### src/hw/rtl/tes_pkg.sv
// shared types, constants and codes of the thermal erosion stencil
package tes_pkg;

  // default store dimensions
  localparam int MAX_COLS_DEF = 256;
  localparam int MAX_ROWS_DEF = 256;

  // field widths
  localparam int H_W     = 24;
  localparam int HARD_W  = 8;
  localparam int COORD_W = 8;
  localparam int RATE_W  = 16;
  localparam int GRID_W  = 9;
  localparam int MEM_W   = H_W + HARD_W;

  localparam logic [H_W-1:0] HEIGHT_MAX = {H_W{1'b1}};

  // slide arithmetic: factor numerator 1275 - 4*hardness over 1275
  localparam int FACTOR_W = 11;
  localparam logic [FACTOR_W-1:0] FACTOR_DEN = 11'd1275;
  localparam int P1_W = H_W + RATE_W;
  localparam int P2_W = P1_W + FACTOR_W;
  localparam int X_W  = P2_W - 16;
  // reciprocal of 1275 scaled by 2^35, estimate is low by at most one
  localparam int RECIP_W     = 25;
  localparam int RECIP_SHIFT = 35;
  localparam logic [RECIP_W-1:0] RECIP_M = 25'd26948814;
  localparam int Q_W   = X_W + RECIP_W - RECIP_SHIFT;
  localparam int ACC_W = H_W + 4;

  // neighborhood walk: index 0 is the cell itself, 1..8 the neighbors
  localparam int NBR_N = 8;
  localparam logic [3:0] LAST_IDX = 4'd8;

  localparam int QUEUE_DEPTH = 2;

  // command codes
  localparam logic CMD_WRITE = 1'b0;
  localparam logic CMD_READ  = 1'b1;

  // register map
  localparam int APB_ADDR_W = 4;
  typedef enum logic [1:0] {
    REG_GRID_WIDTH,
    REG_GRID_HEIGHT,
    REG_TALUS,
    REG_TRANSFER_RATE
  } tes_reg_t;

  localparam logic [GRID_W-1:0] GRID_WIDTH_RST    = 9'd256;
  localparam logic [GRID_W-1:0] GRID_HEIGHT_RST   = 9'd256;
  localparam logic [H_W-1:0]    TALUS_RST         = 24'd256;
  localparam logic [RATE_W-1:0] TRANSFER_RATE_RST = 16'd8192;

  // classified command as it waits in the queue
  typedef struct packed {
    logic               cmd;
    logic [COORD_W-1:0] col;
    logic [COORD_W-1:0] row;
    logic [H_W-1:0]     height;
    logic [HARD_W-1:0]  hardness;
    logic               oog;
    logic [NBR_N-1:0]   nbr;
  } tes_entry_t;

  // token travelling with a slide computation
  typedef struct packed {
    logic go;
    logic last;
  } tes_tag_t;

  typedef enum logic [1:0] {
    BK_IDLE,
    BK_FETCH,
    BK_DRAIN,
    BK_DONE
  } tes_back_state_t;

endpackage

### src/hw/rtl/tes_channels.sv
// command and result channel interfaces

interface tes_in_if;
  logic                        valid;
  logic                        ready;
  logic                        command;
  logic [tes_pkg::COORD_W-1:0] col;
  logic [tes_pkg::COORD_W-1:0] row;
  logic [tes_pkg::H_W-1:0]     cell_height;
  logic [tes_pkg::HARD_W-1:0]  cell_hardness;

  modport source (output valid, command, col, row, cell_height, cell_hardness, input ready);
  modport sink (input valid, command, col, row, cell_height, cell_hardness, output ready);
endinterface


### src/hw/rtl/tes_front.sv
// command intake: grid check, neighbor mask and queue push
module tes_front #(
  parameter int MAX_COLS = tes_pkg::MAX_COLS_DEF,
  parameter int MAX_ROWS = tes_pkg::MAX_ROWS_DEF
) (
  tes_in_if.sink                     cmd_in,
  input  logic [tes_pkg::GRID_W-1:0] grid_width,
  input  logic [tes_pkg::GRID_W-1:0] grid_height,
  input  logic                       full,
  output logic                       push,
  output tes_pkg::tes_entry_t        entry
);

  localparam int CEW = ($clog2(MAX_COLS + 1) > 9) ? $clog2(MAX_COLS + 1) : 9;
  localparam int REW = ($clog2(MAX_ROWS + 1) > 9) ? $clog2(MAX_ROWS + 1) : 9;

  logic [CEW-1:0] w_eff;
  logic [REW-1:0] h_eff;
  logic [CEW-1:0] col_x;
  logic [REW-1:0] row_x;
  logic           in_store;
  logic           left_ok;
  logic           right_ok;
  logic           up_ok;
  logic           down_ok;

  // effective grid size, clamped to 1..max
  always_comb begin
    w_eff = CEW'(grid_width);
    if (w_eff == '0) begin
      w_eff = CEW'(1);
    end else if (w_eff > CEW'(MAX_COLS)) begin
      w_eff = CEW'(MAX_COLS);
    end
    h_eff = REW'(grid_height);
    if (h_eff == '0) begin
      h_eff = REW'(1);
    end else if (h_eff > REW'(MAX_ROWS)) begin
      h_eff = REW'(MAX_ROWS);
    end
  end

  // neighbor presence at the grid edges
  assign col_x    = CEW'(cmd_in.col);
  assign row_x    = REW'(cmd_in.row);
  assign in_store = (32'(cmd_in.col) < 32'(MAX_COLS)) && (32'(cmd_in.row) < 32'(MAX_ROWS));
  assign left_ok  = (col_x != '0);
  assign right_ok = ((col_x + 1'b1) < w_eff);
  assign up_ok    = (row_x != '0);
  assign down_ok  = ((row_x + 1'b1) < h_eff);

  // classified entry, mask in walk order
  always_comb begin
    entry.cmd      = cmd_in.command;
    entry.col      = cmd_in.col;
    entry.row      = cmd_in.row;
    entry.height   = cmd_in.cell_height;
    entry.hardness = cmd_in.cell_hardness;
    entry.oog      = (col_x >= w_eff) || (row_x >= h_eff);
    entry.nbr[0]   = up_ok && left_ok;
    entry.nbr[1]   = up_ok;
    entry.nbr[2]   = up_ok && right_ok;
    entry.nbr[3]   = left_ok;
    entry.nbr[4]   = right_ok;
    entry.nbr[5]   = down_ok && left_ok;
    entry.nbr[6]   = down_ok;
    entry.nbr[7]   = down_ok && right_ok;
  end

  // writes outside the store are dropped here
  assign cmd_in.ready = !full;
  assign push = cmd_in.valid && !full && ((cmd_in.command == tes_pkg::CMD_READ) || in_store);

endmodule

### src/flat_wrapper.sv
// flat-port wrapper written by rule: the top's interface ports become plain ports
module tes_front_flat 
#(
  parameter int MAX_COLS = tes_pkg::MAX_COLS_DEF,
  parameter int MAX_ROWS = tes_pkg::MAX_ROWS_DEF
)
  (grid_width, grid_height, full, push, entry, cmd_in_valid, cmd_in_command, cmd_in_col, cmd_in_row, cmd_in_cell_height, cmd_in_cell_hardness, cmd_in_ready);
  tes_in_if cmd_in_i ();
  input  logic [tes_pkg::GRID_W-1:0] grid_width;
  input  logic [tes_pkg::GRID_W-1:0] grid_height;
  input  logic full;
  output logic push;
  output tes_pkg::tes_entry_t entry;
  input wire logic [$bits(cmd_in_i.valid)-1:0] cmd_in_valid;
  input wire logic [$bits(cmd_in_i.command)-1:0] cmd_in_command;
  input wire logic [$bits(cmd_in_i.col)-1:0] cmd_in_col;
  input wire logic [$bits(cmd_in_i.row)-1:0] cmd_in_row;
  input wire logic [$bits(cmd_in_i.cell_height)-1:0] cmd_in_cell_height;
  input wire logic [$bits(cmd_in_i.cell_hardness)-1:0] cmd_in_cell_hardness;
  output wire logic [$bits(cmd_in_i.ready)-1:0] cmd_in_ready;
  assign cmd_in_i.valid = cmd_in_valid;
  assign cmd_in_i.command = cmd_in_command;
  assign cmd_in_i.col = cmd_in_col;
  assign cmd_in_i.row = cmd_in_row;
  assign cmd_in_i.cell_height = cmd_in_cell_height;
  assign cmd_in_i.cell_hardness = cmd_in_cell_hardness;
  assign cmd_in_ready = cmd_in_i.ready;
  tes_front #(.MAX_COLS(MAX_COLS), .MAX_ROWS(MAX_ROWS)) u_core (.cmd_in(cmd_in_i), .grid_width(grid_width), .grid_height(grid_height), .full(full), .push(push), .entry(entry));
endmodule
### config.mk
export PLATFORM = sky130hd
export DESIGN_NAME = tes_front_flat
export DESIGN_NICKNAME = d
export VERILOG_FILES = /design/src/hw/rtl/tes_pkg.sv /design/src/hw/rtl/tes_channels.sv /design/src/hw/rtl/tes_front.sv /design/src/flat_wrapper.sv
export SDC_FILE = /design/constraint.sdc
export NUM_CORES = 1
export LEC_CHECK = 0
export CAP_MARGIN = 20
export CORE_ASPECT_RATIO = 1.2
export CORE_MARGIN = 4
export CORE_UTILIZATION = 54
export DETAILED_ROUTE_END_ITERATION = 7
export DONT_BUFFER_PORTS = 1
export MAX_ROUTING_LAYER = met4
export PLACE_DENSITY = 0.78
export SLEW_MARGIN = 20
export SYNTH_ARGS = -nofsm -noshare
export SYNTH_HDL_FRONTEND = slang
export SYNTH_SLANG_ARGS = --single-unit
### constraint.sdc
create_clock -name vclk -period 6.3
set_input_delay 0.945 -clock vclk [all_inputs]
set_output_delay 0.945 -clock vclk [all_outputs]
set_load 0.1 [all_outputs]
After elaboration in Yosys (flattened, before gate mapping)

Cells that the tools add are included.

Register bits after elaboration: 0
Input port bits: 69
Output and inout port bits: 60
Word-level logic and storage cells: 23

Add/sub/neg operators: 2
Magnitude comparators: 6
Multiplexer cells: 4
Reductions and logical operators: 11

Operators by type and width:

| kind                | count |
|---|---|
| $mux 9              | 4 |
| $add 8x1->9 const B | 2 |
| $ge 8x9->1          | 2 |
| $gt 9x9->1 const B  | 2 |
| $logic_not 9->1     | 2 |
| $lt 9x9->1          | 2 |
| $reduce_bool 9->1   | 2 |
| $logic_and 1x1->1   | 5 |
| $logic_not 1->1     | 1 |
| $logic_or 1x1->1    | 1 |

Depth between registers and ports, before layout

Gate-level depths: netlist of the first run.

Depth in word-level cells: 5
Mapped depth: 10
Gate-level depth less buffers: 10

Worst setup path before layout of the first run

OpenSTA, ideal clock, no wires.

Kind: input port to output port
From: input port cmd_in_row[0]
To: output port entry[5] in the netlist's numbering
Arrival: 3,218 ps
Data required time: 5,355 ps
Path slack: 2,137 ps
Stages: 10
Cell sequence: and3_1 nand3_1 or2_1 xnor2_1 ha_1 and4_4 a221oi_2 o21ai_1 a31oi_2 and2_1

RTL lines:

| what        | line               | RTL |
|---|---|---|
| from (decl) | flat_wrapper.sv:17 | `input wire logic [$bits(cmd_in_i.row)-1:0] cmd_in_row;` |
| to (decl)   | flat_wrapper.sv:13 | `output tes_pkg::tes_entry_t entry;` |

==> flow_summary.json, run 1 <==
{
  "status": "finished clean",
  "crit_buf_inv": 2,
  "final_max_slew_viol_count": 0,
  "via_count": 1102,
  "ioPinCount": 129,
  "initial_core_util_pct": 57.9,
  "tightest_slew_ns": 1.12,
  "relSlewSlack_pct": 25.1,
  "leakagePower_nw": 0.565,
  "netlist_area_sq_mm": 0.00152,
  "die_x_um": 56.5,
  "worst_setup_path_end_kind": "output port",
  "ctsResizeCount": 0,
  "cpLargestDelayFamily": "simple AND/OR/NAND/NOR gates",
  "numPortBuffers": 0,
  "period_share_pct": 67.3,
  "finalPower_w": 0.000120,
  "fp.dieH_um": 66.1,
  "worstHoldPathType": "primary input to output port",
  "core_area_sq_mm": 0.00263,
  "yosysTopAreaCell": "ha_1",
  "vias_per_cell": 5.83,
  "cap_violations": 0,
  "diodes": 0,
  "fin_crit_ns": 4.24,
  "setup_tns_ns": 0,
  "ir_drop_mv": 0.0697,
  "grt_usage_pct": 16.0,
  "fin_cells": 189,
  "place_inst": 189,
  "crit_type": "primary input to output port",
  "grt_overflow": 0,
  "cts_setup_buffers": 0,
  "clkbuf_count": 0,
  "drcViolationCount": 0,
  "dp_hpwl_mm": 2.54,
  "syn_nets": 311,
  "ys_types": 28,
  "rows": 20,
  "grt_pass1_vias": 1190,
  "fmax_mhz": 236,
  "gp_congestion": 0.855,
  "syn_avg_cell_area_sq_um": 7.46,
  "routed_wl_mm": 2.84,
  "start_kind": "primary input",
  "setup_viol": 0,
  "die-area_sq_mm": 0.00373,
  "netlist_instances": 204,
  "cp.arrival_ns": 3.29,
  "grt_pass1_wl_mm": 4.93,
  "crit_chain": "ha_1, nand3_1, nor2_1, and3_1, ha_1, and4_4, a221oi_2, o21ai_1, a31oi_2, buf_4, and2_1, buf_4",
  "firstDrtPassIters": 4,
  "area_growth_syn_to_layout_pct": -20.8,
  "rsz0062_at_grt": "false",
  "nNetsFinal": 265,
  "grt_max_degree": 10,
  "seq_cells": 0,
  "p_per_area_mw_per_mm2": 99.6,
  "cp_slowest_stage_delay_ns": 0.32,
  "ant_nets": 0,
  "path_max_fanout": 5,
  "finalHoldViolations": 0,
  "synth_area_leaders": "ha_1 31%, buf_4 26%, nand2_1 6.4%, a21oi_1 4.9%, xnor2_1 4.6%",
  "layout_common_cells": "38 x ha_1, 26 x nand2_1, 15 x a21oi_1",
  "cp.required_ns": 5.35,
  "final_layout_size_suffix_gt1_share_pct": 7.69,
  "synth_seq_area_share_pct": 0,
  "hold_buffers": 0,
  "synth_top_area_share_pct": 31.3,
  "final_common_cell": "ha_1",
  "regArea_sq_um": 0,
  "wl_per_cell_um": 15.0,
  "drt-initial-drc-count": 57,
  "antenna_found_initial": 0,
  "ys.warnings.count": 0,
  "cpMaxStageDelayCell": "ha_1"
}
-- report_power, final --
part | leakage [nW] | total, W | switching [W] | internal, W
Sequential | 0 | 0 | 0 | 0
Clock | 0 | 0 | 0 | 0
Combinational | 0.565 | 0.000120 | 0.0000827 | 0.0000373
Total | 0.565 | 0.000120 | 0.0000827 | 0.0000373
-- cell families (layout without fill, tap and decap cells) --
family          count (synthesis)  after routing  share of synthesized area [%]
xor+xnor                       12             12                           6.91
buf+inv                        62             14                           28.4
simple gates                   62             62                           20.5
fa+ha+maj                      38             38                           31.3
compound gates                 30             30                           13.0
-- synth_stat cells (3+ instances only) --
master	count
nor4_1	3
ha_1	38
o21ai_0	4
nor2_1	5
and3_1	3
a21o_1	3
inv_1	7
buf_4	53
xnor2_1	8
and2_1	4
nand3_1	7
xor2_1	4
nor3_1	4
nand2_1	26
a21oi_1	15
-- routing by layer --
metal | track usage (%) | part of all wire (%)
met5 | - | 0
met2 | 28.8 | 49
met1 | 18.7 | 41
met3 | 2.93 | 9.3
met4 | 2.97 | 1.5
-- path summary, 6_finish.rpt --
check	end	startpoint	slack (ns)	cells past startpoint
worst max-delay path	entry[2]	cmd_in_col[0]	2.06	12
worst min-delay path	entry[14]	cmd_in_cell_hardness[5]	1.89	0
-- per-stage QoR --
step	utilization, %	setup slack [ns]	area [sq um]	hold slack (ns)
3_5_place_dp	45.9	2.07	1200	1.89
2_1_floorplan	-	2.14	1520	2.10
3_3_place_gp	45.9	2.10	1200	1.89
4_1_cts	45.9	2.07	1200	1.89
6_report	45.9	2.06	1200	1.89
5_1_grt	45.9	1.94	1200	1.89
-- final cells by class --
class | instances | area (sq um)
tap | 33 | 41.3
fill | 269 | 1420
timing repair buffer | 5 | 37.5
inverter | 9 | 33.8
multi-input combinational | 142 | 1090
(Power assumes the default switching activity.)
==> run 2: changes to the inputs <==
- PLACE_DENSITY: 0.78 -> 0.81
- clock period: 6.3 -> 3.4 ns (I/O delays scaled with it)
==> flow_summary.json, run 2 (synthesis results as in run 1) <==
{
  "min_to": "entry[10]",
  "regArea_sq_um": 0,
  "whs_ns": 1.02,
  "finalHoldViolations": 0,
  "seq_cells": 0,
  "layout_common_cells": "38 x ha_1, 26 x nand2_1, 15 x a21oi_1",
  "grt_max_degree": 10,
  "cts_setup_buffers": 0,
  "crit_buf_inv": 1,
  "setup_tns_ns": 0,
  "wl_per_cell_um": 15.1,
  "via_count": 1150,
  "die-area_sq_mm": 0.00373,
  "relSlewSlack_pct": 29.3,
  "rows": 20,
  "core_area_sq_mm": 0.00263,
  "leakagePower_nw": 0.598,
  "clkbuf_count": 0,
  "min_from": "cmd_in_cell_hardness[1]",
  "grt_pass1_wl_mm": 4.69,
  "period_share_pct": 88.7,
  "ctsResizeCount": 0,
  "worstHoldPathType": "primary input to output port",
  "grt_overflow": 0,
  "cap_violations": 0,
  "nNetsFinal": 269,
  "cp_slowest_stage_delay_ns": 0.31,
  "rsz0062_at_grt": "false",
  "routed_wl_mm": 2.92,
  "ant_nets": 0,
  "grt_usage_pct": 15.2,
  "antenna_found_initial": 0,
  "initial_core_util_pct": 57.9,
  "crit_path_start": "cmd_in_row[0]",
  "fp.dieH_um": 66.1,
  "setup_viol": 0,
  "firstDrtPassIters": 4,
  "fin_crit_ns": 3.01,
  "ir_drop_mv": 0.103,
  "die_x_um": 56.5,
  "final_common_cell": "ha_1",
  "ioPinCount": 129,
  "grt_pass1_vias": 1096,
  "fin_cells": 193,
  "numPortBuffers": 0,
  "final_layout_size_suffix_gt1_share_pct": 10.0,
  "start_kind": "primary input",
  "fmax_mhz": 332,
  "cpMaxStageDelayCell": "ha_1",
  "drcViolationCount": 0,
  "tightest_slew_ns": 1.06,
  "crit_chain": "and3_1, nand3_1, or2_1, xnor2_1, ha_1, and4_4, a221oi_2, o21ai_1, a31oi_2, and2_1, buf_12",
  "final_max_slew_viol_count": 0,
  "worst_setup_path_end_kind": "output port",
  "status": "finished clean",
  "p_per_area_mw_per_mm2": 191,
  "finalPower_w": 0.000243,
  "hold_buffers": 0,
  "path_max_fanout": 6,
  "cpLargestDelayFamily": "simple AND/OR/NAND/NOR gates",
  "place_inst": 193,
  "cp.required_ns": 2.89,
  "hold_depth": 0,
  "dp_hpwl_mm": 2.65,
  "cp.arrival_ns": 2.50,
  "area_growth_syn_to_layout_pct": -16.4,
  "drt-initial-drc-count": 40,
  "vias_per_cell": 5.96,
  "crit_type": "primary input to output port",
  "diodes": 0,
  "gp_congestion": 0.857
}
-- run 2: cell types whose count changed in the layout (fill, tap and decap cells not counted) --
cell / change
buf_4: +1
buf_12: +3
-- run 2: worst max-delay path by stage --
| stage | to | slack (ns) | cells after the start |
|---|---|---|---|
| 3_3_place_gp | entry[2] | 0.42 | 11 |
| 3_5_place_dp | entry[7] | 0.37 | 11 |
| 4_1_cts | entry[7] | 0.37 | 11 |
| 5_1_grt | entry[7] | 0.18 | 11 |
| 6_report | entry[7] | 0.39 | 11 |
| 2_1_floorplan | entry[5] | 0.11 | 10 |
-- run 2: power by group --
part / total (W) / switching [W] / internal, W
registers: 0 / 0 / 0
logic: 0.000243 / 0.000157 / 0.0000858
clock network: 0 / 0 / 0
-- run 2: final cells by class --
cell class,count,area (sq um)
fillers,271,1360
inverters,9,33.8
multi-input cells,142,1090
well taps,33,41.3
repair buffers,9,105
-- run 2: stage by stage --
step                util, %  setup slack [ns]  area, sq um
floorplan                 -             0.107         1520
global placement       48.4             0.418         1270
detailed placement     48.4             0.373         1270
CTS                    48.4             0.373         1270
global route           48.4             0.183         1270
finish                 48.4             0.386         1270
-- run 2: metal layers --
layer	up-vias	global-route usage (%)	part of all wire (%)
met4	0	4.15	1.7
met2	49	28.3	50
met5	-	-	0
met3	14	2.73	10
met1	519	16.5	38
li1	568	-	-
