[src/hw/rtl/tes_pkg.sv]
// shared types, constants and codes of the thermal erosion stencil
package tes_pkg;

  // default store dimensions
  localparam int MAX_COLS_DEF = 256;
  localparam int MAX_ROWS_DEF = 256;

  // field widths
  localparam int H_W     = 24;
  localparam int HARD_W  = 8;
  localparam int COORD_W = 8;
  localparam int RATE_W  = 16;
  localparam int GRID_W  = 9;
  localparam int MEM_W   = H_W + HARD_W;

  localparam logic [H_W-1:0] HEIGHT_MAX = {H_W{1'b1}};

  // slide arithmetic: factor numerator 1275 - 4*hardness over 1275
  localparam int FACTOR_W = 11;
  localparam logic [FACTOR_W-1:0] FACTOR_DEN = 11'd1275;
  localparam int P1_W = H_W + RATE_W;
  localparam int P2_W = P1_W + FACTOR_W;
  localparam int X_W  = P2_W - 16;
  // reciprocal of 1275 scaled by 2^35, estimate is low by at most one
  localparam int RECIP_W     = 25;
  localparam int RECIP_SHIFT = 35;
  localparam logic [RECIP_W-1:0] RECIP_M = 25'd26948814;
  localparam int Q_W   = X_W + RECIP_W - RECIP_SHIFT;
  localparam int ACC_W = H_W + 4;

  // neighborhood walk: index 0 is the cell itself, 1..8 the neighbors
  localparam int NBR_N = 8;
  localparam logic [3:0] LAST_IDX = 4'd8;

  localparam int QUEUE_DEPTH = 2;

  // command codes
  localparam logic CMD_WRITE = 1'b0;
  localparam logic CMD_READ  = 1'b1;

  // register map
  localparam int APB_ADDR_W = 4;
  typedef enum logic [1:0] {
    REG_GRID_WIDTH,
    REG_GRID_HEIGHT,
    REG_TALUS,
    REG_TRANSFER_RATE
  } tes_reg_t;

  localparam logic [GRID_W-1:0] GRID_WIDTH_RST    = 9'd256;
  localparam logic [GRID_W-1:0] GRID_HEIGHT_RST   = 9'd256;
  localparam logic [H_W-1:0]    TALUS_RST         = 24'd256;
  localparam logic [RATE_W-1:0] TRANSFER_RATE_RST = 16'd8192;

  // classified command as it waits in the queue
  typedef struct packed {
    logic               cmd;
    logic [COORD_W-1:0] col;
    logic [COORD_W-1:0] row;
    logic [H_W-1:0]     height;
    logic [HARD_W-1:0]  hardness;
    logic               oog;
    logic [NBR_N-1:0]   nbr;
  } tes_entry_t;

  // token travelling with a slide computation
  typedef struct packed {
    logic go;
    logic last;
  } tes_tag_t;

  typedef enum logic [1:0] {
    BK_IDLE,
    BK_FETCH,
    BK_DRAIN,
    BK_DONE
  } tes_back_state_t;

endpackage

[src/hw/rtl/tes_queue.sv]
// short queue of classified commands between front and back
module tes_queue (
  input  logic                clk,
  input  logic                rst,
  input  logic                push,
  input  tes_pkg::tes_entry_t wdata,
  output logic                full,
  output logic                valid,
  output tes_pkg::tes_entry_t head,
  input  logic                pop
);

  localparam int DEPTH = tes_pkg::QUEUE_DEPTH;
  localparam int PW    = (DEPTH > 1) ? $clog2(DEPTH) : 1;
  localparam int CW    = $clog2(DEPTH + 1);

  tes_pkg::tes_entry_t slots [DEPTH];
  logic [PW-1:0] wr_ptr;
  logic [PW-1:0] rd_ptr;
  logic [CW-1:0] count;

  assign full  = (count == CW'(DEPTH));
  assign valid = (count != '0);
  assign head  = slots[rd_ptr];

  // slot storage
  always_ff @(posedge clk) begin
    if (push) begin
      slots[wr_ptr] <= wdata;
    end
  end

  // pointers and fill count
  always_ff @(posedge clk) begin
    if (rst) begin
      wr_ptr <= '0;
      rd_ptr <= '0;
      count  <= '0;
    end else begin
      if (push) begin
        wr_ptr <= (wr_ptr == PW'(DEPTH - 1)) ? '0 : wr_ptr + 1'b1;
      end
      if (pop) begin
        rd_ptr <= (rd_ptr == PW'(DEPTH - 1)) ? '0 : rd_ptr + 1'b1;
      end
      if (push && !pop) begin
        count <= count + 1'b1;
      end else if (pop && !push) begin
        count <= count - 1'b1;
      end
    end
  end

endmodule

[config.mk]
export PLATFORM = sky130hd
export DESIGN_NAME = tes_queue
export DESIGN_NICKNAME = d
export VERILOG_FILES = /design/src/hw/rtl/tes_pkg.sv /design/src/hw/rtl/tes_queue.sv
export SDC_FILE = /design/constraint.sdc
export NUM_CORES = 1
export LEC_CHECK = 0
export BUFFER_PORTS_ARGS = -buffer_cell sky130_fd_sc_hd__buf_2
export CELL_PAD_IN_SITES_DETAIL_PLACEMENT = 1
export CELL_PAD_IN_SITES_GLOBAL_PLACEMENT = 2
export CORE_MARGIN = 4
export CORE_UTILIZATION = 42
export CTS_BUF_LIST = sky130_fd_sc_hd__clkbuf_8
export DETAILED_ROUTE_END_ITERATION = 16
export GPL_TIMING_DRIVEN = 0
export PLACE_DENSITY_LB_ADDON = 0.1
export SLEW_MARGIN = 10
export SYNTH_ARGS = -nofsm -noshare
export SYNTH_HDL_FRONTEND = slang
export SYNTH_SLANG_ARGS = --single-unit
[constraint.sdc]
create_clock -name clk -period 9.8 [get_ports clk]
set_input_delay 0 -clock clk [delete_from_list [all_inputs] [get_ports clk]]
set_output_delay 0 -clock clk [all_outputs]
set_load 0.02 [all_outputs]
### Yosys cells after proc, flatten, opt, wreduce, memory -nomap -nowiden

Memory sizes are Yosys's and may differ from the RTL's. A register that Yosys moved wholly into a read port is not among the register bits.
Index checks and enable logic that the tools add are counted.

| cells by class | value |
|---|---|
| add/sub/neg operators | 4 |
| equal/unequal tests | 1 |
| mux-type cells | 8 |
| reduce and logical (&&, ||, !) cells | 6 |

Operator list:

| operator | number |
|---|---|
| $mux 1 | 6 |
| $mux 2 | 2 |
| $reduce_bool 2->1 | 2 |
| $add 1x1->1 const B | 2 |
| $add 2x1->2 const B | 1 |
| $eq 2x2->1 const B | 1 |
| $logic_and 1x1->1 | 2 |
| $logic_not 1->1 | 2 |
| $sub 2x1->2 const B | 1 |

| word-level totals | value |
|---|---|
| register bits | 4 |
| RAM bits | 116 |
| output and inout port bits | 60 |
| word-level logic and storage cells | 23 |
| memories kept | 1 |

Memories:

| name | depth | width | rd ports | clocked after memory_dff | write ports | RTL line | text |
|---|---|---|---|---|---|---|---|
| slots | 2 | 58 | 1 | 1 | 1 | tes_queue.sv:17 | `tes_pkg::tes_entry_t slots [DEPTH];` |

### Longest topological paths before layout

Gate-level depths: netlist of the first run.

| logic depth | value |
|---|---|
| depth in word-level cells | 4 |
| gate-level depth with buffers | 5 |
| gate-level depth less buffers | 5 |

### Worst setup path before layout of the first run

OpenSTA, ideal clock, no wires.

| timing | value |
|---|---|
| kind | register to register |
| start point | reg wr_ptr |
| end point | mem slots[0][0] (netlist bit), enable pin |
| arrival time | 2.910 ns |
| required time | 9.319 ns |
| slack | 6.409 ns |
| cell stages (with the launch flop) | 2 |
| buffers on the path | 0 |
| clock period less this slack | 3.391 ns |
| cells stage by stage | dfxtp_1 > nor2b_1 |

RTL lines:

| element | RTL line | text |
|---|---|---|
| from (decl) | tes_queue.sv:18 | `logic [PW-1:0] wr_ptr;` |
| from (signal assigned) | tes_queue.sv:41 | `wr_ptr <= (wr_ptr == PW'(DEPTH - 1)) ? '0 : wr_ptr + 1'b1;` |
| to (decl) | tes_queue.sv:17 |  |

Straight into the memory's write port.

==> flow_summary_export.csv, run 1 <==
group,metric,value,unit
status,status,"finished clean",
placed_design,dp.cells,461,
synthesis,netlist_area,4470,um2
timing,slew_viol_final,0,
finish,fillerInstances,953,
floorplanning,dieWidth,111,um
routing,num_vias,2532,
synthesis,syn-instance-count,202,
clocking,cts_buffer_depth,2,
routing,via_per_inst,4.57,
setup_path,worstSetupEndpointType,"output port",
synthesis,synth_nets,265,
routing,routed_wl,9.22,mm
job,cap_violations,0,
finish,drive_above_1_share,51.7,%
synthesis,synth_edf_count,116,
synthesis,synth.area.top_cells,"edfxtp_1 78%, mux2_2 9.6%, mux2_4 6.7%",
power_and_ir_drop,netSwitchingPower,282,uW
power_and_ir_drop,pwr-share-seq,49.4,%
clocking,cts_root_buf,"clkbuf_8",
synthesis,yosysWarnings,0,
timing,fin_crit,1.70,ns
grt,grt_usage,15.6,%
grt,grt_first_pass_wirelength,14.8,mm
clocking,cts_sinks,121,
power_and_ir_drop,power.share.clock,36.2,%
power_and_ir_drop,p_comb_share,14.4,%
routing,drtIter0Drc,73,
finish,stdcell_count,554,
clocking,cts_inserted_buffers,17,
power_and_ir_drop,p_leak,0.00249,uW
setup_path,max_stage_delay,0.38,ns
power_and_ir_drop,power,1240,uW
synthesis,synth_top_area_cell,"edfxtp_1",
timing,slew_headroom,45.6,%
power_and_ir_drop,switching_share,22.8,%
grt,grt_remaining_overflow,0,
timing,fmax,588,MHz
routing,route.detailed.wl_per_inst,16.6,um
clocking,cts_tree,"built",
placed_design,gp_congestion,0.700,
timing,totalNegativeSetupSlack,0,ns
finish,area_growth,41.3,%
clocking,clk_latency,0.42,ns
worst_hold_path,hold_class,"in -> reg",
grt,first_global_vias,2965,
synthesis,synth_top_area_share,78.0,%
grt,grt_start_max_net_pins,59,
floorplanning,ios,122,
floorplanning,fp.dieH,111,um
floorplanning,coreArea,10300,um2
setup_path,arrival,1.70,ns
timing,clock_skew,0.00678,ns
setup_path,crit_fanout,10,
synthesis,synth.most_common_cell,"edfxtp_1",
finish,utilization,61.2,%
synthesis,synth_seq_area_share,80.2,%
synthesis,synth-seq-cells,121,
clocking,cts-htree-levels,4,
timing,hold_viol,0,
synthesis,postSynthAreaPerCell,22.1,um2
setup_path,crit_chain,"buf_4 -> buf_6 -> mux2_4 -> buf_2",
routing,ant_nets,0,
clocking,clk_pin_slew_worst_paths,0.07,ns
clocking,cts_setup_buffers,0,
placed_design,portBuffers,121,
floorplanning,die_area,12300,um2
clocking,cts_resized,0,
timing,rsz0062_at_grt,"no",
setup_path,cp_slowest_cell,"dfxtp_1",
synthesis,synth_cell_types,19,
power_and_ir_drop,ir_drop,0.000137,V
timing,setup_viol_count_final,0,
routing,drc,0,
routing,dr.pass1.iters,6,
finish,nets,468,
finish,diodes,0,
synthesis,synthFlopType,"edfxtp_1",
floorplanning,start_util,43.3,%
timing,min_period_over_period,17.4,%
setup_path,cp_data_required_time,9.80,ns
synthesis,yosys-top-cells-count,"116 x edfxtp_1, 38 x mux2_2, 20 x mux2_4",
synthesis,synth_async_sr_flop_share,0,%
grt,antenna_found_initial,0,
power_and_ir_drop,p_int,956,uW
setup_path,path_class,"reg -> out",
floorplanning,rows,37,
timing,worstMarginPinSlew,0.817,ns
setup_path,critPathLaunchType,"register",
placed_design,post-dp-hpwl,5.90,mm
power_and_ir_drop,power_density,196,nW/um2
cell type report:
class / count / area (um2) / share of cell area [%]
Clock buffer: 17 / 234 / 3.71
Inverter: 1 / 3.75 / 0.0595
Clock inverter: 15 / 169 / 2.68
Timing Repair Buffer: 184 / 1260 / 20.0
Multi-Input combinational cell: 74 / 845 / 13.4
Sequential cell: 121 / 3580 / 56.8
Buffer: 6 / 45.0 / 0.713
Tap cell: 136 / 170 / 2.70
what timing repair did:
item                                    in CTS  in global routing
hold buffers                                61                  0
endpoints found under the setup margin       0                  0
endpoints found under the hold margin      121                  0
critical path: cells and delay by family, from the launching register on:
family | cells | cell delay (ns)
muxes | 1 | 0.31
buffers and inverters | 3 | 0.58
DFF | 1 | 0.38
registers in the layout (all words and copies together) (netlist names), named ones only:
signal	count
count	2
slots	116
rd_ptr	1
wr_ptr	1
logic make-up after synthesis:
logic type,after synthesis,synth area share (%)
simple gates,9,1.09
flops,121,80.2
fa+ha+maj,1,0.280
mux,58,16.3
xor+xnor,4,0.784
compound gates,2,0.224
buf+inv,7,1.09
power by group through the flow:
stage | clock (uW) | sequential, uW | combinational (uW)
after floorplan | 0 | 622 | 102
after global placement | 0 | 624 | 154
after detailed placement | 0 | 623 | 161
after CTS | 461 | 612 | 181
after global routing | 487 | 614 | 191
final | 448 | 612 | 179
final timing paths:
kind | start | end | slack (ns) | cells past startpoint
max reg2reg | wr_ptr$_SDFFE_PP0P_ | slots[1][14]$_DFFE_PP_ | 8.26 | 1
max | register | head[23] | 8.10 | 4
min | wdata[51] | slots[0][51]$_DFFE_PP_ | 0.30 | 2
min reg2reg | count[1]$_SDFFE_PP0P_ | count[1]$_SDFFE_PP0P_ | 0.52 | 2
per-stage QoR:
step                hold slack, ns  worst slack (ns)  cell area [um2]
floorplan                   0.0691              6.41             4470
global placement             0.187              4.88             5240
detailed placement           0.192              8.26             5300
CTS                          0.268              8.05             6310
global route                 0.276              7.98             6310
finish                       0.301              8.10             6310
per-layer routing:
metal | track usage (%) | vias up | part of all wire [%]
li1 | - | 1198 | -
met1 | 16.6 | 1242 | 38
met2 | 28.0 | 81 | 55
met3 | 6.00 | 11 | 5.8
met4 | 6.00 | 0 | 1.3
met5 | 0 | - | 0
placed cells by master, fill, tap and decap left out:
| master | instances |
|---|---|
| o21ai_0 | 1 |
| clkinvlp_4 | 1 |
| mux2_4 | 20 |
| buf_12 | 1 |
| buf_6 | 2 |
| and2b_2 | 1 |
| nor2_1 | 4 |
| ha_1 | 1 |
| buf_16 | 1 |
| clkbuf_8 | 17 |
| xor2_1 | 2 |
| nor2b_4 | 1 |
| dfxtp_1 | 5 |
| dlygate4sd3_1 | 61 |
| and2_4 | 1 |
| xnor2_1 | 2 |
| buf_2 | 124 |
| edfxtp_1 | 116 |
| or3_1 | 1 |
| mux2_2 | 38 |
| or2_2 | 1 |
| clkinv_1 | 2 |
| bufinv_16 | 4 |
| inv_1 | 6 |
| a21oi_1 | 1 |
| buf_4 | 1 |
| clkinv_2 | 3 |
No activity file was read; power rests on OpenSTA's default activity.
==> run 2: changes to the inputs <==
- ABC_AREA: unset -> 1
- CORE_UTILIZATION: 42 -> 35
- clock period: 9.8 -> 1.55 ns (I/O delays scaled with it)
==> run 2 against run 1 <==
Compared with the run above:
- sequential share of layout area is 2.9 points lower
- power grew to 6.1 times the previous value
- final cell count is 9.7% higher
- critical endpoint is now head[24]
- largest cell class unchanged
- highest routed layer unchanged
==> flow_summary_export.csv, run 2 <==
group,metric,value,unit
synthesis,synth_cell_types,16,
floorplanning,coreArea,12600,um2
finish,final_cell_mix,"116 x edfxtp_1, 95 x buf_2, 62 x dlygate4sd3_1, 32 x mux2_2",
synthesis,yosys-top-cells-count,"116 x edfxtp_1, 38 x mux2_2, 20 x mux2_4",
finish,largest_register,"slots",
clocking,cts_root_buf,"clkbuf_8",
floorplanning,dieWidth,121,um
setup_path,cp_slowest_cell,"dfxtp_4",
floorplanning,rows,41,
job,cap_violations,0,
clocking,cts_inserted_buffers,17,
clocking,cts_sinks,121,
timing,rsz0062_at_grt,"yes",
setup_path,crit_fanout,8,
synthesis,synth_top_area_cell,"edfxtp_1",
setup_path,arrival,1.54,ns
setup_path,crit_chain,"buf_12 -> clkbuf_16 -> mux2_4 -> buf_6",
routing,drc,0,
finish,layout_commonest_cell,"edfxtp_1",
placed_design,dpl-instance-area,5380,um2
synthesis,synth-seq-cells,121,
synthesis,synthFlopType,"edfxtp_1",
clocking,cts_tree,"built",
synthesis,synthAdderAreaFrac,0.279,%
clocking,clk_latency,0.43,ns
synthesis,synth_top_family_by_area,"multiplexers",
synthesis,synth_nets,276,
power_and_ir_drop,power.share.clock,33.1,%
synthesis,yosysWarnings,0,
power_and_ir_drop,netSwitchingPower,1790,uW
synthesis,syn-instance-count,213,
setup_path,worstSetupEndpointType,"output port",
synthesis,synthXorXnorAreaFrac,0.195,%
timing,setup_ws,0.00792,ns
setup_path,max_stage_delay,0.37,ns
floorplanning,ios,122,
clocking,cts-htree-levels,4,
finish,nets,486,
floorplanning,die_area,14700,um2
placed_design,post-dp-hpwl,5.93,mm
synthesis,synthMuxAreaShare,16.2,%
timing,worstMarginPinSlew,0.365,ns
synthesis,netlist_area,4490,um2
timing,setup_viol_count_final,0,
synthesis,synth_seq_area_share,79.9,%
finish,drive_above_1_share,51.1,%
timing,totalNegativeSetupSlack,0,ns
timing,hold_viol,0,
placed_design,gp_congestion,0.689,
synthesis,synth_top_area_share,77.6,%
setup_path,cp_data_required_time,1.55,ns
finish,stdcell_count,608,
grt,grt_first_pass_wirelength,14.1,mm
finish,multiInputGateArea,853,um2
finish,diodes,0,
power_and_ir_drop,p_comb_share,16.5,%
routing,drtIter0Drc,128,
synthesis,synth.most_common_cell,"edfxtp_1",
power_and_ir_drop,ir_drop,0.000809,V
finish,largest_reg_flops,116,
finish,area_growth,48.5,%
synthesis,synth.area.top_cells,"edfxtp_1 78%, mux2_2 9.5%, mux2_4 6.7%",
power_and_ir_drop,p_leak,0.00262,uW
synthesis,synth_compound_area_share,0.223,%
status,status,"finished clean",
finish,fillerInstances,1200,
routing,dr.pass1.iters,4,
timing,slew_viol_final,0,
placed_design,dp.cells,509,
placed_design,portBuffers,121,
power_and_ir_drop,p_int,5810,uW
grt,antenna_found_initial,0,
clocking,cts_buffer_depth,2,
finish,reg_top3,"slots: 116 flops, count: 2 flops",
routing,routed_wl,9.42,mm
synthesis,synth-simple-area-share,1.37,%
clocking,clk_pin_slew_worst_paths,0.07,ns
power_and_ir_drop,switching_share,23.6,%
setup_path,critPathLaunchType,"register",
timing,slew_headroom,75.6,%
timing,min_period_over_period,99.5,%
grt,grt_start_max_net_pins,35,
timing,fmax,648,MHz
routing,route.detailed.wl_per_inst,15.5,um
finish,final_area,6660,um2
grt,first_global_vias,2849,
placed_design,dpl_worst_slack,-0.108,ns
routing,via_per_inst,4.28,
synthesis,postSynthAreaPerCell,21.1,um2
power_and_ir_drop,pwr-share-seq,50.4,%
floorplanning,start_util,35.7,%
grt,grt_usage,13.0,%
timing,fin_crit,1.54,ns
synthesis,synth_edf_count,116,
setup_path,path_class,"reg -> out",
power_and_ir_drop,power_density,1140,nW/um2
worst_hold_path,hold_class,"in -> reg",
timing,clock_skew,0.0102,ns
routing,num_vias,2603,
finish,regArea,3590,um2
synthesis,synth_async_sr_flop_share,0,%
finish,utilization,53.0,%
floorplanning,fp.dieH,121,um
routing,ant_nets,0,
grt,grt_remaining_overflow,0,
==> run 2: worst paths after layout <==
check | endpoint | cells past startpoint | from | slack [ns]
worst max-delay path | head[24] | 4 | register | 0.008
worst min-delay path | slots[0][33]$_DFFE_PP_ | 2 | wdata[33] | 0.29
worst max register to register | slots[1][35]$_DFFE_PP_ | 3 | wr_ptr$_SDFFE_PP0P_ | 0.18
worst min register to register | rd_ptr$_SDFFE_PP0P_ | 2 | rd_ptr$_SDFFE_PP0P_ | 0.53
==> run 2: power groups by stage <==
stage	sequential, uW	combinational (uW)	clock, uW
6_report	3830	1250	2520
5_1_grt	3840	1340	2750
4_1_cts	3830	1160	2610
3_5_place_dp	3900	969	0
3_3_place_gp	3890	937	0
2_1_floorplan	3890	609	0
==> run 2: through the flow <==
stage,hold slack [ns],total power [uW]
floorplan,0.0718,4490
global placement,0.188,4830
detailed placement,0.192,4860
CTS,0.248,7600
global route,0.267,7930
finish,0.294,7600
==> run 2: per-layer routing <==
metal  part of all wire (%)  track usage (%)  vias to the layer above
met5                      0                0                        -
met4                    1.8             6.72                        0
met3                    5.1             4.43                       16
met2                     54             23.1                       77
met1                     39             13.5                     1264
li1                       -                -                     1246
==> run 2: cell families after synthesis <==
| family | after synthesis |
|---|---|
| xor+xnor | 1 |
| compound gates | 2 |
| fa+ha+maj | 1 |
| flops | 121 |
| mux | 58 |
| simple gates | 15 |
| buf+inv | 15 |
==> run 2: cell type report <==
type | count | share of cell area [%]
flip-flops and latches | 121 | 53.8
repair buffers | 190 | 22.9
multi-input cells | 77 | 12.8
clock buffers | 17 | 3.51
well taps | 172 | 3.23
clock inverters | 15 | 1.78
plain buffers | 6 | 1.24
inverters | 9 | 0.563
repair inverters | 1 | 0.113
==> run 2: timing repair <==
item	CTS	global route
hold endpoints to repair	121	0
gates cloned	1	2
endpoints found under the setup margin	92	57
hold buffers	62	0
resized for setup	24	46
buffers inserted	2	0
==> run 2: worst max-delay path, delay by kind of cell, from the launching register on <==
kind	cells	cell delay (ns)
flip-flops	1	0.37
multiplexers	1	0.30
buffers and inverters	3	0.44
==> run 3: changes to the inputs <==
- CORE_ASPECT_RATIO: unset -> 1.25
==> run 3 against run 2 <==
Compared with the run above:
- register-to-register slack got worse by 0.03 ns
- fmax up 0.91%
- via count grew 3.1%
- critical endpoint is now head[20]
- combinational power increased by 10%
- flip-flop and latch count did not move
- clock skew barely moved
- final cell count up 0.49%
- clock power rose by 9.5%
- power increased by 5.0%
==> flow_summary_export.csv, run 3 (synthesis results as in run 2) <==
group,metric,value,unit
power_and_ir_drop,ir_drop,0.000579,V
grt,antenna_found_initial,0,
clocking,clk_latency,0.42,ns
timing,fin_crit,1.53,ns
setup_path,worst-r2r-cell-count,1,
setup_path,critPathLaunchType,"register",
setup_path,cp_slowest_cell,"dfxtp_4",
clocking,cts_inserted_buffers,17,
setup_path,r2r_end,"slots[0][55]$_DFFE_PP_",
placed_design,gp_congestion,0.671,
finish,regArea,3590,um2
power_and_ir_drop,power_density,1150,nW/um2
clocking,clk_pin_slew_worst_paths,0.07,ns
setup_path,crit_chain,"buf_12 -> buf_8 -> mux2_4 -> buf_6",
timing,slew_viol_final,0,
routing,routed_wl,9.72,mm
floorplanning,fp.dieH,135,um
grt,grt_first_pass_wirelength,15.2,mm
floorplanning,coreArea,12600,um2
routing,num_vias,2683,
worst_hold_path,worstHoldStart,"wdata[17]",
placed_design,post-dp-hpwl,6.03,mm
timing,rsz0062_at_grt,"yes",
routing,route.detailed.wl_per_inst,15.9,um
finish,drive_above_1_share,52.6,%
clocking,cts_buffer_depth,2,
finish,nets,493,
timing,worstMarginPinSlew,0.855,ns
grt,grt_remaining_overflow,0,
clocking,cts_sinks,121,
finish,fillerInstances,1185,
clocking,cts_tree,"built",
placed_design,portBuffers,121,
timing,min_period_over_period,98.6,%
floorplanning,rows,46,
power_and_ir_drop,power,7970,uW
setup_path,cp_data_required_time,1.55,ns
grt,grt_usage,13.8,%
power_and_ir_drop,pwr-share-seq,48.0,%
placed_design,dpl_worst_slack,-0.244,ns
setup_path,reg2reg_from,"wr_ptr$_SDFFE_PP0P_",
routing,dr.pass1.iters,4,
clocking,cts-htree-levels,4,
power_and_ir_drop,switching_share,23.5,%
timing,slew_headroom,42.9,%
setup_path,endpoint,"head[20]",
power_and_ir_drop,power.share.clock,34.6,%
timing,fmax,654,MHz
power_and_ir_drop,p_comb_share,17.3,%
timing,totalNegativeSetupSlack,0,ns
finish,largest_register,"slots",
finish,multiInputGateArea,913,um2
setup_path,path_class,"reg -> out",
routing,drtIter0Drc,105,
grt,first_global_vias,3054,
timing,hold_viol,0,
floorplanning,start_util,35.6,%
setup_path,ff2ff_setup_slack,0.15,ns
finish,stdcell_count,611,
setup_path,worstSetupEndpointType,"output port",
timing,setup_viol_count_final,0,
floorplanning,dieWidth,109,um
finish,area_growth,54.7,%
job,cap_violations,0,
routing,ant_nets,0,
floorplanning,die_area,14700,um2
status,status,"finished clean",
grt,grt_start_max_net_pins,28,
setup_path,crit_buf_inv,3,
finish,final_cell_mix,"116 x edfxtp_1, 82 x buf_2, 62 x dlygate4sd3_1, 43 x buf_6, 39 x mux2_4",
power_and_ir_drop,p_int,6100,uW
setup_path,path_depth,4,
finish,diodes,0,
worst_hold_path,hold_class,"in -> reg",
clocking,cts_root_buf,"clkbuf_8",
setup_path,cp_top_family,"buffers and inverters",
routing,via_per_inst,4.39,
power_and_ir_drop,netSwitchingPower,1870,uW
timing,worst_hold_slack,0.301,ns
setup_path,crit_fanout,7,
finish,reg_top3,"slots: 116 flops, count: 2 flops",
timing,setup_ws,0.0218,ns
floorplanning,ios,122,
power_and_ir_drop,p_leak,0.00276,uW
setup_path,arrival,1.53,ns
routing,drc,0,
finish,largest_reg_flops,116,
timing,clock_skew,0.0103,ns
finish,layout_commonest_cell,"edfxtp_1",
setup_path,max_stage_delay,0.40,ns
placed_design,dp.cells,505,
-- run 3: layout make-up --
type                       count  share of cell area [%]
sequential                   121                    51.7
timing repair inverter         1                   0.108
clock inverter                15                    2.33
inverter                       9                   0.541
multi-input combinational     78                    13.2
timing repair buffer         198                    24.7
tap                          168                    3.03
clock buffer                  17                    3.37
buffer                         4                    1.03
-- run 3: timing repair --
action,4_1_cts,5_1_grt
pin swaps,0,1
gates cloned,4,1
setup endpoints to repair,151,97
hold buffers,62,0
hold endpoints to repair,121,0
setup buffers,8,3
resized for setup,99,26
-- run 3: worst min-delay path by stage --
stage,end,cells after the start
after floorplan,wr_ptr$_SDFFE_PP0P_,1
after global placement,slots[1][51]$_DFFE_PP_,1
after detailed placement,slots[0][36]$_DFFE_PP_,1
after CTS,slots[1][1]$_DFFE_PP_,2
after global routing,slots[0][25]$_DFFE_PP_,2
final,slots[0][17]$_DFFE_PP_,2
-- run 3: metrics by stage --
stage	util [%]	cell area, um2
global route	55.1	6940
floorplan	-	4500
finish	55.1	6940
global placement	42.2	5320
CTS	54.6	6880
detailed placement	42.8	5390
-- run 3: per-layer routing --
metal  vias up  GRT usage [%]  share of wire (%)
met5         -              0                  0
li1       1255              -                  -
met3        10           5.26                6.4
met4         0           5.41                1.5
met1      1335           15.1                 38
met2        83           24.1                 54
-- run 3: power groups by stage --
| stage | Combinational, uW | Sequential, uW | Clock (uW) |
|---|---|---|---|
| finish | 1380 | 3830 | 2760 |
| detailed placement | 974 | 3900 | 0 |
| global placement | 937 | 3890 | 0 |
| floorplan | 609 | 3890 | 0 |
| CTS | 1380 | 3830 | 2850 |
| global route | 1480 | 3850 | 3030 |
